==> config.mk <==
export PLATFORM = sky130hd
export DESIGN_NAME = refcount_page_allocator
export DESIGN_NICKNAME = d
export VERILOG_FILES = /design/src/rtl/rpa_pkg.sv /design/src/rtl/rpa_find_first.sv /design/src/rtl/refcount_page_allocator.sv
export VERILOG_INCLUDE_DIRS = /design/src /design/src/rtl
export SDC_FILE = /design/constraint.sdc
export NUM_CORES = 2
export LEC_CHECK = 0
export BUFFER_PORTS_ARGS = -buffer_cell sky130_fd_sc_hd__buf_2
export CAP_MARGIN = 20
export CORE_ASPECT_RATIO = 0.75
export CORE_MARGIN = 2
export CORE_UTILIZATION = 50
export DETAILED_ROUTE_END_ITERATION = 6
export PLACE_DENSITY = 0.65
export SLEW_MARGIN = 20
export SYNTH_ARGS = -nofsm -noshare
export SYNTH_HDL_FRONTEND = slang
export SYNTH_MEMORY_MAX_BITS = 65536
export SYNTH_SLANG_ARGS = --single-unit
==> constraint.sdc <==
create_clock -name clk_i -period 23.9 [get_ports clk_i]
set_input_delay 1.195 -clock clk_i [delete_from_list [all_inputs] [get_ports clk_i]]
set_output_delay 1.195 -clock clk_i [all_outputs]
set_load 0.05 [all_outputs]
==> src/rtl/refcount_page_allocator_defines.svh <==
// ---------------------------------------------------------------------------
// refcount page allocator assertion macros
// concurrent assertion wrappers, empty when SYNTHESIS is defined
// ---------------------------------------------------------------------------
`ifndef REFCOUNT_PAGE_ALLOCATOR_DEFINES_SVH
`define REFCOUNT_PAGE_ALLOCATOR_DEFINES_SVH

`ifndef SYNTHESIS

// checked at every clock edge outside reset
`define RPA_ASSERT(lbl, prop) \
  lbl: assert property (@(posedge clk_i) disable iff (!rst_ni) prop) \
    else $error("refcount page allocator assertion failed");

// checked at every clock edge, reset included
`define RPA_ASSERT_ALWAYS(lbl, prop) \
  lbl: assert property (@(posedge clk_i) prop) \
    else $error("refcount page allocator assertion failed");

`else

`define RPA_ASSERT(lbl, prop)
`define RPA_ASSERT_ALWAYS(lbl, prop)

`endif

`endif

==> src/rtl/rpa_pkg.sv <==
// ---------------------------------------------------------------------------
// rpa_pkg
// shared constants and types of the refcount page allocator
// ---------------------------------------------------------------------------
`default_nettype none

package rpa_pkg;

  // page table geometry
  localparam int NUM_PAGES  = 512;
  localparam int PAGE_BYTES = 4096;

  // field widths
  localparam int PAGE_W = 9;
  localparam int CNT_W  = 8;
  localparam int CMD_W  = 2;
  localparam int SIZE_W = 16;
  localparam int CFG_IDX_W = 2;

  localparam logic [CNT_W-1:0] CNT_MAX = '1;

  // free map: one bit per page, set while the page count is zero
  localparam int MAP_BITS  = 32;
  localparam int BIT_W     = $clog2(MAP_BITS);
  localparam int MAP_WORDS = NUM_PAGES / MAP_BITS;
  localparam int WORD_W    = PAGE_W - BIT_W;

  // stream widths, padded to whole bytes
  localparam int IN_W       = CMD_W + PAGE_W + SIZE_W;
  localparam int IN_TDATA_W = ((IN_W + 7) / 8) * 8;
  localparam int OUT_W      = 1 + PAGE_W + CNT_W;
  localparam int OUT_TDATA_W = ((OUT_W + 7) / 8) * 8;

  typedef enum logic [CMD_W-1:0] {
    CMD_ALLOC = 2'd0,
    CMD_FREE  = 2'd1,
    CMD_SHARE = 2'd2
  } cmd_e;

  typedef enum logic [CFG_IDX_W-1:0] {
    REG_FIRST = 2'd0,
    REG_LAST  = 2'd1,
    REG_RSVD  = 2'd2
  } cfg_reg_e;

  typedef enum logic [4:0] {
    ST_CLEAR = 5'b00001,
    ST_IDLE  = 5'b00010,
    ST_SCAN  = 5'b00100,
    ST_RMW   = 5'b01000,
    ST_DONE  = 5'b10000
  } state_e;

  // input item, last field (command) in the lowest bits
  typedef struct packed {
    logic [SIZE_W-1:0] size_bytes;
    logic [PAGE_W-1:0] page_index;
    logic [CMD_W-1:0]  command;
  } in_item_t;

  // result item, last field (ok) in the lowest bits
  typedef struct packed {
    logic [CNT_W-1:0]  count_after;
    logic [PAGE_W-1:0] granted_page;
    logic              ok;
  } res_item_t;

  // outcome of a free map word search
  typedef struct packed {
    logic              found;
    logic [PAGE_W-1:0] page;
  } hit_t;

endpackage

`default_nettype wire

==> src/rtl/rpa_find_first.sv <==
// ---------------------------------------------------------------------------
// rpa_find_first
// lowest allocatable free page within one free map word
// ---------------------------------------------------------------------------
`default_nettype none

module rpa_find_first
  import rpa_pkg::*;
(
  input  logic [MAP_BITS-1:0] map_word_i,
  input  logic [WORD_W-1:0]   word_idx_i,
  input  logic [PAGE_W-1:0]   first_page_i,
  input  logic [PAGE_W-1:0]   last_page_i,
  input  logic [PAGE_W-1:0]   rsvd_page_i,
  output hit_t                hit_o
);

  logic [MAP_BITS-1:0] avail;

  // free and inside the window, reserved page excluded
  always_comb begin
    logic [PAGE_W-1:0] pg;
    avail = '0;
    for (int b = 0; b < MAP_BITS; b++) begin
      pg = {word_idx_i, BIT_W'(b)};
      avail[b] = map_word_i[b] && (pg >= first_page_i) && (pg <= last_page_i) &&
                 (pg != rsvd_page_i);
    end
  end

  // priority encoder, lowest bit wins
  always_comb begin
    hit_o = '0;
    for (int b = MAP_BITS - 1; b >= 0; b--) begin
      if (avail[b]) begin
        hit_o.found = 1'b1;
        hit_o.page  = {word_idx_i, BIT_W'(b)};
      end
    end
  end

endmodule

`default_nettype wire

==> src/rtl/refcount_page_allocator.sv <==
// ---------------------------------------------------------------------------
// refcount_page_allocator
// first-fit page allocator with a reference count per page
// ---------------------------------------------------------------------------
// After reset the block sweeps both memories (at one page a
// cycle) and takes no item until done; configuration writes are taken at
// any time. Counts live in a 512 x 8 memory, and a 16 x 32 free map holds
// one bit per page that is set while the count is zero. Free, share and the
// unused command pass from acceptance through a read of both memories,
// a write back (free and share only) and the hand over of the result
// before the next acceptance. Allocate reads one free map word a cycle
// from the word of first_page up to the word of last_page and stops at
// the first word with a hit; a too large request or an empty window
// skips the search. One item is in work at a time; a new one is
// taken while the previous result still waits in the output register.
// ---------------------------------------------------------------------------
`default_nettype none

`include "refcount_page_allocator_defines.svh"

module refcount_page_allocator
  import rpa_pkg::*;
(
  input  logic                   clk_i,
  input  logic                   rst_ni,
  // configuration writes
  input  logic                   cfg_we_i,
  input  logic [CFG_IDX_W-1:0]   cfg_idx_i,
  input  logic [PAGE_W-1:0]      cfg_wdata_i,
  // command stream
  input  logic                   s_axis_tvalid,
  output logic                   s_axis_tready,
  input  logic [IN_TDATA_W-1:0]  s_axis_tdata,   // command, page_index, size_bytes
  // result stream
  output logic                   m_axis_tvalid,
  input  logic                   m_axis_tready,
  output logic [OUT_TDATA_W-1:0] m_axis_tdata    // ok, granted_page, count_after
);

  // memories
  logic [CNT_W-1:0]    cnt_mem [NUM_PAGES];
  logic [MAP_BITS-1:0] map_mem [MAP_WORDS];

  // control and payload state
  state_e            state_q, state_d;
  logic [PAGE_W-1:0] clr_q, clr_d;
  logic [PAGE_W-1:0] first_q, last_q, rsvd_q;
  logic              m_valid_q, m_valid_d;
  res_item_t         m_data_q;
  res_item_t         rslt_q, rslt_d;
  cmd_e              cmd_q, cmd_d;
  logic [PAGE_W-1:0] page_q, page_d;
  logic [WORD_W-1:0] word_q, word_d;

  // memory ports
  logic                cnt_we;
  logic [PAGE_W-1:0]   cnt_waddr;
  logic [CNT_W-1:0]    cnt_wdata;
  logic [CNT_W-1:0]    cnt_rdata_q;
  logic                map_we;
  logic [WORD_W-1:0]   map_waddr;
  logic [MAP_BITS-1:0] map_wdata;
  logic [MAP_BITS-1:0] map_rdata_q;

  in_item_t          in_item;
  hit_t              hit;
  logic              accept;
  logic              out_load;
  logic              in_range;
  logic              rmw_ok;
  logic [CNT_W-1:0]  rmw_cnt;
  logic [WORD_W-1:0] last_word;

  assign in_item       = in_item_t'(s_axis_tdata[IN_W-1:0]);
  assign s_axis_tready = (state_q == ST_IDLE);
  assign accept        = s_axis_tvalid && s_axis_tready;
  assign last_word     = last_q[PAGE_W-1:BIT_W];
  assign in_range      = (32'(page_q) < NUM_PAGES);

  // configuration registers
  always_ff @(posedge clk_i or negedge rst_ni) begin
    if (!rst_ni) begin
      first_q <= PAGE_W'(1);
      last_q  <= PAGE_W'(511);
      rsvd_q  <= PAGE_W'(184);
    end else if (cfg_we_i) begin
      case (cfg_idx_i)
        REG_FIRST: first_q <= cfg_wdata_i;
        REG_LAST:  last_q  <= cfg_wdata_i;
        REG_RSVD:  rsvd_q  <= cfg_wdata_i;
        default: ;
      endcase
    end
  end

  // count and free map memories, registered reads
  always_ff @(posedge clk_i) begin
    if (cnt_we) begin
      cnt_mem[cnt_waddr] <= cnt_wdata;
    end
    cnt_rdata_q <= cnt_mem[in_item.page_index];
  end

  always_ff @(posedge clk_i) begin
    if (map_we) begin
      map_mem[map_waddr] <= map_wdata;
    end
    map_rdata_q <= map_mem[word_d];
  end

  // search of the current free map word
  rpa_find_first u_find (
    .map_word_i   (map_rdata_q),
    .word_idx_i   (word_q),
    .first_page_i (first_q),
    .last_page_i  (last_q),
    .rsvd_page_i  (rsvd_q),
    .hit_o        (hit)
  );

  // free and share update of the addressed count
  always_comb begin
    rmw_ok  = 1'b0;
    rmw_cnt = cnt_rdata_q;
    case (cmd_q)
      CMD_FREE: begin
        if (page_q != '0 && cnt_rdata_q != '0) begin
          rmw_ok  = 1'b1;
          rmw_cnt = cnt_rdata_q - CNT_W'(1);
        end
      end
      CMD_SHARE: begin
        if (cnt_rdata_q != CNT_MAX) begin
          rmw_ok  = 1'b1;
          rmw_cnt = cnt_rdata_q + CNT_W'(1);
        end
      end
      default: ;
    endcase
  end

  // sequencer
  always_comb begin
    state_d   = state_q;
    clr_d     = clr_q;
    cmd_d     = cmd_q;
    page_d    = page_q;
    word_d    = word_q;
    rslt_d    = rslt_q;
    cnt_we    = 1'b0;
    cnt_waddr = page_q;
    cnt_wdata = rmw_cnt;
    map_we    = 1'b0;
    map_waddr = page_q[PAGE_W-1:BIT_W];
    map_wdata = map_rdata_q;
    map_wdata[page_q[BIT_W-1:0]] = (rmw_cnt == '0);
    out_load  = 1'b0;

    case (state_q)
      ST_CLEAR: begin
        cnt_we    = 1'b1;
        cnt_waddr = clr_q;
        cnt_wdata = '0;
        map_we    = 1'b1;
        map_waddr = clr_q[PAGE_W-1:BIT_W];
        map_wdata = '1;
        clr_d     = clr_q + PAGE_W'(1);
        if (clr_q == PAGE_W'(NUM_PAGES - 1)) begin
          state_d = ST_IDLE;
        end
      end

      ST_IDLE: begin
        if (accept) begin
          cmd_d  = cmd_e'(in_item.command);
          page_d = in_item.page_index;
          rslt_d = '{count_after: '0, granted_page: '0, ok: 1'b0};
          if (in_item.command == CMD_ALLOC) begin
            word_d = first_q[PAGE_W-1:BIT_W];
            if ((32'(in_item.size_bytes) > PAGE_BYTES) || (first_q > last_q)) begin
              state_d = ST_DONE;
            end else begin
              state_d = ST_SCAN;
            end
          end else begin
            word_d  = in_item.page_index[PAGE_W-1:BIT_W];
            state_d = ST_RMW;
          end
        end
      end

      // one free map word per cycle
      ST_SCAN: begin
        if (hit.found) begin
          cnt_we    = 1'b1;
          cnt_waddr = hit.page;
          cnt_wdata = CNT_W'(1);
          map_we    = 1'b1;
          map_waddr = word_q;
          map_wdata = map_rdata_q;
          map_wdata[hit.page[BIT_W-1:0]] = 1'b0;
          rslt_d    = '{count_after: CNT_W'(1), granted_page: hit.page, ok: 1'b1};
          state_d   = ST_DONE;
        end else if (word_q == last_word) begin
          state_d = ST_DONE;
        end else begin
          word_d = word_q + WORD_W'(1);
        end
      end

      // write back count and free bit for free and share
      ST_RMW: begin
        if (in_range && (cmd_q == CMD_FREE || cmd_q == CMD_SHARE)) begin
          cnt_we = 1'b1;
          map_we = 1'b1;
        end
        rslt_d = '{count_after: in_range ? rmw_cnt : '0,
                   granted_page: page_q,
                   ok: rmw_ok && in_range};
        state_d = ST_DONE;
      end

      ST_DONE: begin
        if (!m_valid_q || m_axis_tready) begin
          out_load = 1'b1;
          state_d  = ST_IDLE;
        end
      end

      default: state_d = ST_CLEAR;
    endcase
  end

  // output valid
  always_comb begin
    m_valid_d = m_valid_q;
    if (out_load) begin
      m_valid_d = 1'b1;
    end else if (m_axis_tready) begin
      m_valid_d = 1'b0;
    end
  end

  // control registers
  always_ff @(posedge clk_i or negedge rst_ni) begin
    if (!rst_ni) begin
      state_q   <= ST_CLEAR;
      clr_q     <= '0;
      m_valid_q <= 1'b0;
    end else begin
      state_q   <= state_d;
      clr_q     <= clr_d;
      m_valid_q <= m_valid_d;
    end
  end

  // payload registers
  always_ff @(posedge clk_i) begin
    cmd_q  <= cmd_d;
    page_q <= page_d;
    word_q <= word_d;
    rslt_q <= rslt_d;
    if (out_load) begin
      m_data_q <= rslt_q;
    end
  end

  assign m_axis_tvalid = m_valid_q;
  assign m_axis_tdata  = {(OUT_TDATA_W - OUT_W)'(0), m_data_q};

  // assertions
  `RPA_ASSERT(a_one_item_in_work, (s_axis_tvalid && s_axis_tready) |=> !s_axis_tready)
  `RPA_ASSERT(a_grant_in_window, (state_q == ST_SCAN && hit.found) |-> (hit.page >= first_q && hit.page <= last_q && hit.page != rsvd_q))
  `RPA_ASSERT(a_no_result_overwrite, out_load |-> (!m_valid_q || m_axis_tready))
  `RPA_ASSERT_ALWAYS(a_quiet_in_reset, !rst_ni |-> (!m_axis_tvalid && !s_axis_tready))

endmodule

`default_nettype wire
==> results.toml <==
[clock_tree]
cts_root_buf = "clkbuf_16"
cts-resized-gates = 0
cts_made_buffers = 431
htree_levels = 5
cts_tree = "built"
clock_latency_ns = 1.00
clkSinkCount = 4741
cts_hold_buf = 0
clk_pin_slew_ns = 0.06
cts_setup_buffers = 0
cts_buffer_depth = 4

[floorplanning]
die_w_um = 710.2
die_area_sq_mm = 0.3790
rows = 194
core_area_sq_mm = 0.3724
start_util_pct = 50.22
ios = 74
die_y_um = 533.6

[routing]
drc_errors = 4
drt_pass1_iterations = 7
drt_iter0_drc = 12470
postRouteAntennaNets = 0
wl_per_cell_um = 32.29
vias = 92073
drt-total-wl_um = 460400
avgViaCountPerCell = 6.457

[worst_setup_path]
r2r_cells = 13
timing.reg2reg.setup_slack_ns = 15.15
worstPathRequired_ns = 24.51
start_kind = "flip-flop"
r2r_end = "cnt_mem[376][3]"
cp-endpoint = "cnt_mem[376][3]"
endpoint_kind = "flip-flop"
worstPathArrival_ns = 9.36
critical_path.max_fanout = 87
crit-reg2reg-launch = "word_q[0]"
crit_type = "flip-flop to flip-flop"
startpoint = "word_q[0]"

[synthesis]
synthDistinctLibCells = 105
netlist_area_sq_mm = 0.1870
synth_top_area_share_pct = 74.75
synth_edf_count = 4655
synth_simple_gate_area_share_pct = 3.232
synth_cells = 8700
muxShareOfSynthArea_pct = 17.29
ys.warnings.count = 0
yosys_most_used_dff = "edfxtp_1"
yosys.area_share.adder_pct = 0.1807
synthArstFlopShare_pct = 0.8859
synth_xor_xnor_area_share_pct = 0.07360
synth_most_common_cell = "edfxtp_1"
synth_top_family_by_area = "multiplexers"
synth_top_area_cell = "edfxtp_1"
synth-seq-cells = 4741
syn_area_per_cell_sq_um = 21.49
seq_area_frac_synth_pct = 75.80
synthTopCellsByCount = "edfxtp_1, mux4_2, nand2_1"
synth_compound_area_share_pct = 2.064
yosys-top-cells-area = "edfxtp_1, mux4_2, nor3_1"

[power_and_ir_drop]
p_seq_share_pct = 48.5
p_per_area_mw_per_mm2 = 104.2
p_comb_share_pct = 20.0
swShare_pct = 30.17
power.switching_w = 0.006561
pwr-share-clk_pct = 31.5
peakVddDrop_mv = 0.1242
p_int_w = 0.01518
p_leak_nw = 64.37

[placed_design]
place.port_buffers = 62
post-place-ws_ns = 15.35
dpl-instance-area_sq_mm = 0.1944
dp.cells = 13460
place_congestion = 0.9000
hpwl_um = 268600

[grt]
grt_start_max_net_pins = 201
antenna_found_initial = 20
first_global_vias = 90367
gr-usage-all-layers_pct = 24.11
grt_pass1_wl_um = 661300
grt_overflow = 0

[sta]
slew_violations = 0
hold_viol = 0
finalCritPeriodShare_pct = 36.61
setup_viol = 0
max_slew.worst_pin.slew_ns = 1.314
fmax_ghz = 0.1143
rsz0062_at_grt = "false"
skew_ns = 0.08412
layout_setup_ws_ns = 15.15
slew_headroom_pct = 12.40
min_period_ns = 8.751
fin_tns_setup_ns = 0

[layout]
final_core_util_pct = 56.04
layout-drive-gt1-share_pct = 28.46
final_area_sq_mm = 0.2087
num-nets-final = 8973
area_growth_pct = 11.59
finalNonFillerCells = 14260

[run]
cap_violations = 0

[hold_path]
min_path_type = "input port to asynchronous set/reset pin"

[outcome]
outcome = "complete, but fails checks"
violations = "DRC"
[kinds of logic after synthesis]
group,after synthesis
xor+xnor,14
simple gates,1281
other cells,1
compound gates,505
mux,1527
buf+inv,604
fa+ha+maj,27
flops,4741
[power by group through the flow]
stage          Sequential [W]  Combinational (W)  Clock, W
5_1_grt                0.0106            0.00456   0.00728
6_report               0.0105            0.00434   0.00686
3_5_place_dp           0.0107            0.00426         0
2_1_floorplan          0.0112            0.00228         0
3_3_place_gp           0.0107            0.00405         0
4_1_cts                0.0105            0.00426   0.00696
[metrics by stage]
stage               power (W)  hold slack, ns
detailed placement    0.01497          0.4054
global route          0.02239          0.2354
global placement      0.01476          0.4182
floorplan             0.01352          0.4003
CTS                   0.02176          0.3648
finish                0.02175          0.2150
[final cells by class]
cell class	count	area [sq um]
fill	27013	163700
sequential	4741	141700
multi-input combinational	3360	44070
clock buffer	551	11580
tap	4998	6254
timing repair buffer	323	2495
clock inverter	235	2349
inverter	41	161.4
antenna	11	27.53
[registers in the layout, summed over array words and instances, names as in the netlist, 4 cells and up]
register	count
clr_q	9
cnt_mem	4096
cnt_rdata_q	8
first_q	9
last_q	9
m_axis_tdata	18
map_mem	512
map_rdata_q	32
page_q	9
rslt_q	18
rsvd_q	9
state_q	5
word_q	4
[cell usage in the layout, fill, tap and decap left out, types with 23 or more instances in the layout]
cell       Yosys  routed
edfxtp_1    4655    4655
mux4_2      1360    1360
clkbuf_16      0     440
nand2_1      385     385
nor2_1       350     328
buf_4         17     243
nor3_2        14     180
mux2i_1      135     135
a32oi_1      132     132
nor3_1       297     128
clkbuf_1     331      96
clkinv_2       0      79
clkinv_1       0      71
o21ai_0       69      69
a21oi_1       69      65
buf_2         80      57
dfxtp_1       44      44
nand3_1       45      42
inv_1         38      38
and4_1        38      38
bufinv_16      0      38
mux2_2        32      32
ha_1          27      27
dfrtp_1       27      27
nor2_4         0      23
[critical path, stage by stage (launching register included)]
cell and delay [ns]:
dfxtp_1 0.71, ha_1 0.24, and4_1 0.66, nand2_1 0.30, a22oi_1 0.32, a211oi_1 0.22, nor4b_2 0.50, nand4_1 0.68
o21ai_4 0.35, nand2_1 0.52, nor2_4 1.03, buf_4 0.88, buf_4 0.82, buf_4 0.81
[per-layer routing]
metal,vias to the layer above,track usage [%],part of all wire [%]
li1,37171,-,-
met1,49422,38.00,43
met2,4809,35.28,45
met3,667,4.568,10
met4,4,5.689,2.3
met5,-,0,0.0039
[worst min-delay path by stage]
| stage | start | endpoint | slack (ns) | cells past startpoint |
|---|---|---|---|---|
| final | rst_ni | rsvd_q[8] | 0.21 | 1 |
| after global routing | rst_ni | rsvd_q[1] | 0.24 | 1 |
| after CTS | rst_ni | rsvd_q[8] | 0.36 | 1 |
| after detailed placement | rslt_q[14] | m_axis_tdata[14] | 0.41 | 0 |
| after global placement | rslt_q[13] | m_axis_tdata[13] | 0.42 | 0 |
| after floorplan | rslt_q[0] | m_axis_tdata[0] | 0.40 | 0 |
No activity file was read; power rests on OpenSTA's default activity.
